<file path="config.mk">
export PLATFORM = sky130hd
export DESIGN_NAME = msie_mod
export DESIGN_NICKNAME = d
export VERILOG_FILES = /design/src/hw/rtl/msie_pkg.sv /design/src/hw/rtl/msie_mod.sv
export SDC_FILE = /design/constraint.sdc
export NUM_CORES = 1
export LEC_CHECK = 0
export BUFFER_PORTS_ARGS = -buffer_cell sky130_fd_sc_hd__buf_2
export CAP_MARGIN = 5
export CORE_MARGIN = 1
export CORE_UTILIZATION = 26
export CTS_CLUSTER_DIAMETER = 40
export DETAILED_ROUTE_END_ITERATION = 10
export GPL_ROUTABILITY_DRIVEN = 0
export PLACE_DENSITY = 0.79
export SYNTH_ARGS = -nofsm -noshare
export SYNTH_HDL_FRONTEND = slang
export SYNTH_SLANG_ARGS = --single-unit
</file>
<file path="constraint.sdc">
create_clock -name clk -period 0.8 [get_ports clk]
set_input_delay 0.08 -clock clk [delete_from_list [all_inputs] [get_ports clk]]
set_output_delay 0.08 -clock clk [all_outputs]
set_load 0.01 [all_outputs]
</file>
<file path="src/hw/rtl/msie_pkg.sv">
// ----------------------------------------------------------------------------
// msie_pkg
// Shared types and constants of the MIPS-subset instruction executor.
// ----------------------------------------------------------------------------
package msie_pkg;

  // Default depth of the halfword memory
  localparam int MEM_HALVES_DEF = 4096;

  // Request types
  localparam logic REQ_LOAD = 1'b0;
  localparam logic REQ_EXEC = 1'b1;

  // Opcodes
  localparam logic [5:0] OP_RTYPE = 6'd0;
  localparam logic [5:0] OP_J     = 6'd2;
  localparam logic [5:0] OP_BEQ   = 6'd4;
  localparam logic [5:0] OP_ADDI  = 6'd8;
  localparam logic [5:0] OP_LH    = 6'd33;
  localparam logic [5:0] OP_LW    = 6'd35;
  localparam logic [5:0] OP_SH    = 6'd41;
  localparam logic [5:0] OP_SW    = 6'd43;

  // R-type function codes
  localparam logic [5:0] FN_ADD = 6'd32;
  localparam logic [5:0] FN_SUB = 6'd34;

  // Bits of the PC kept by a jump
  localparam logic [31:0] PC_KEEP_MASK = 32'hF800_0000;

  typedef enum logic [3:0] {
    ST_IDLE,
    ST_LMOD,
    ST_PCMOD,
    ST_FETCH_HI,
    ST_FETCH_LO,
    ST_DECODE,
    ST_EXEC,
    ST_EAMOD,
    ST_LD_A,
    ST_LD_B,
    ST_ST_LO,
    ST_FINISH
  } state_t;

endpackage

</file>
<file path="src/hw/rtl/msie_mod.sv">
// ----------------------------------------------------------------------------
// msie_mod
// Reduces a 32-bit address modulo the memory depth. Power-of-two depth is a
// mask (result registered in the cycle after start); otherwise restoring
// reduction, four bits a cycle.
// ----------------------------------------------------------------------------
module msie_mod #(
  parameter int MEM_HALVES = msie_pkg::MEM_HALVES_DEF
) (
  input  logic                          clk,
  input  logic                          rst_n,
  input  logic                          start,
  input  logic [31:0]                   value,
  output logic                          done,
  output logic [$clog2(MEM_HALVES)-1:0] res
);

  localparam int AW = $clog2(MEM_HALVES);

  generate
    if ((MEM_HALVES & (MEM_HALVES - 1)) == 0) begin : g_mask
      logic          done_r;
      logic [AW-1:0] res_r;

      always_ff @(posedge clk) begin
        if (!rst_n) begin
          done_r <= 1'b0;
        end else begin
          done_r <= start;
        end
        if (start) begin
          res_r <= value[AW-1:0];
        end
      end

      assign done = done_r;
      assign res  = res_r;
    end else begin : g_iter
      localparam int          StepBits = 4;
      localparam int          Cycles   = 32 / StepBits;
      localparam int          CntW     = $clog2(Cycles);
      localparam logic [AW:0] ModW     = (AW + 1)'(MEM_HALVES);

      logic            busy_r, busy_nxt;
      logic            done_r, done_nxt;
      logic [CntW-1:0] cnt_r, cnt_nxt;
      logic [31:0]     shift_r, shift_nxt;
      logic [AW-1:0]   rem_r, rem_nxt;
      logic [AW-1:0]   rem_w;
      logic [AW:0]     t;

      // Restoring steps over the next few bits, MSB first
      always_comb begin
        rem_w = rem_r;
        t     = '0;
        for (int k = 0; k < StepBits; k++) begin
          t = {rem_w, shift_r[31-k]};
          if (t >= ModW) begin
            t = t - ModW;
          end
          rem_w = t[AW-1:0];
        end
      end

      always_comb begin
        busy_nxt  = busy_r;
        done_nxt  = 1'b0;
        cnt_nxt   = cnt_r;
        shift_nxt = shift_r;
        rem_nxt   = rem_r;
        if (start) begin
          busy_nxt  = 1'b1;
          cnt_nxt   = '0;
          shift_nxt = value;
          rem_nxt   = '0;
        end else if (busy_r) begin
          rem_nxt   = rem_w;
          shift_nxt = shift_r << StepBits;
          cnt_nxt   = cnt_r + 1'b1;
          if (cnt_r == CntW'(Cycles - 1)) begin
            busy_nxt = 1'b0;
            done_nxt = 1'b1;
          end
        end
      end

      always_ff @(posedge clk) begin
        if (!rst_n) begin
          busy_r <= 1'b0;
          done_r <= 1'b0;
        end else begin
          busy_r <= busy_nxt;
          done_r <= done_nxt;
        end
        cnt_r   <= cnt_nxt;
        shift_r <= shift_nxt;
        rem_r   <= rem_nxt;
      end

      assign done = done_r;
      assign res  = rem_r;
    end
  endgenerate

endmodule

</file>
==> impl_results.md <==
- GR Overflow Total: 0
- Seq. cell area: approximately 380 sq um
- Yosys cell types: 3
- Worst EP arrival: just under 0.8 ns
- Setup WS pre-CTS: ~0.14 ns
- Failing checks: setup timing
- Final WL: roughly 800 um
- # port buffers: 27
- Boundary Pins: 48
- Simple-gate portion of the synthesized area: 1.62%
- M3 GR Usage: approximately 6.7%
- Initial Util: between 20% and 30%
- Max stage delay on crit path: roughly 0.37 ns
- CP top delay family: flip-flops
- Clock period minus worst slack: ~0.87 ns
- Number of global-route vias before repair: 293
- Synth Register Bits: 13
- Max VDD drop: around 0.0012 V
- Top-area cell type share of the netlist area: 93.2%
- Clock sinks: 13
- RSZ-0062 raised after global routing: yes
- First-pass GRT wire length: about 1100 um
- Final Max Slew Viols: 0
- Core area: 1350 sq um
- Post-Synth Adder-Cell Area: 0%
- Commonest non-fill, non-tap cell in the layout: buf_2
- CP Class: flip-flop to output pin
- Max cap viols: 0
- Hold WC Path Type: input port to flip-flop
- Leakage: between 0.0003 and 0.0004 uW
- Total setup buffers inserted after CTS: 0
- Ant. Diodes: 0
- Clk slew on worst S/H paths: ~0.080 ns
- DRC Markers: 0
- Largest net degree at the start of global routing: 14
- Mapped Area: 387 sq um
- Root Buffer: clkbuf_4
- Most frequent cells in the layout: buf_2 (26), dlygate4sd3_1 (12), edfxtp_1 (12)
- Final Cycle Share: 109%
- Critical path fanouts, max: 1
- Syn. warnings: 0
- Largest family of logic cells by synthesized area: simple AND/OR/NAND/NOR gates
- Die W: 40.6 um
- Share of layout cells above drive strength 1: roughly 56%
- Area grow syn2layout: 79.9%
- Buffers and inverters on the worst path: 1
- Initial antenna violation count: 0
- Fmax: around 1.2 GHz
- CP Capture Type: output pin
- Die Span Y: between 40 and 50 um
- Setup WS post-layout: -0.0693 ns
- CP required: 0.72 ns
- Syn_nets: 49
- Slew margin rel.: around 83%
- Final setup vio count: 12
- Htree depth: 1
- Syn Inst Count: 14
- Met1 Use GR: roughly 9%
- Starting DRT DRC Count: 2
- GRT Overall Usage: 12.1%
- Number of cell rows: 13
- CTS tree: yes
- Drt wl/cell: about 11 um
- CP cell instances: buf_2
- Synth Area in Compound Gates: 0%
- Pre-antenna DRT Iters: 2
- Setup crit start kind: flip-flop
- Pwr Total: approximately 1400 uW
- Post-synth top area cell: edfxtp_1
- Multi-input gate area: around 6.3 sq um
- Ranking of synthesized cells by area: edfxtp_1 (93%), dfxtp_1 (5.2%), and2_1 (1.6%)
- Post-Synth XOR/XNOR Area: 0%
- Layer with the highest usage: met2
- Via-to-Cell Ratio: about 4
- Final Hold Vio Count: 0
- Die area: about 1600 sq um
- Detail Route Antenna Nets: 0
- Worst slew pin tran: around 0.26 ns
- Via Count: 286
- Slowest cell on crit path: edfxtp_1
- Cts bufs inserted: 3
- Clock Path Buffers: 2
- Status: complete, but fails checks
- M2 GR Usage: around 21%
- Register area share after synthesis: a little over nine tenths
- Synth Area per Inst: 27.6 sq um
- Hold WS: approximately 0.011 ns
- Pwr dens: ~2000 nW/um^2
- Final Util: between 50% and 60%
- Post-synthesis mux area share: 0%
- NumNets Final: 93
- Fillers: about 130
-- cell usage after synthesis (all sizes together) --
library cell   n
and2           1
dfxtp          1
edfxtp        12
-- area by class of cell --
cell class | instances | share of cell area, %
Clock buffer | 3 | 3.24
Clock inverter | 1 | 0.719
Multi-Input combinational cell | 1 | 0.899
Sequential cell | 13 | 54.9
Tap cell | 15 | 2.70
Timing Repair Buffer | 39 | 37.6
-- logic make-up (layout without fill, tap and decap cells) --
family,count (synthesis),after routing
and+or+nand+nor,1,1
buffers and inverters,0,43
DFF,13,13
-- stage by stage --
stage                     TNS [ns]  instance area, sq um  std cells
after floorplan                  0                   387         14
after global placement           0                   541         56
after detailed placement         0                   541         56
after CTS                   -0.773                   688         72
after global routing         -1.14                   696         72
final                       -0.615                   696         72
-- power by group --
group | internal [uW] | switching, uW
sequential | 799 | 11.4
clock | 185 | 194
combinational | 98.5 | 71.6
-- per-layer routing --
metal	wire [um]	up-vias
met2	434	21
li1	-	141
met1	286	122
met3	73	2
met4	5	0
met5	0	-
-- worst paths after layout --
kind	from	depth (start not counted)	slack, ns	endpoint
setup / recovery	res[10]	1	-0.07	res[10]
hold / removal	rst_n	2	0.01	done
-- repair_timing --
item / CTS / global route
cloned: 0 / 0
hold buffers: 12 / 0
endpoints found under the hold margin: 12 / 0
endpoints found under the setup margin: 12 / 13
gates resized for setup: 0 / 2
pin swaps: 0 / 0
-- registers in the layout, indices dropped and copies added (netlist names) --
register	cells
res	12
done	1
(Power assumes the default switching activity.)
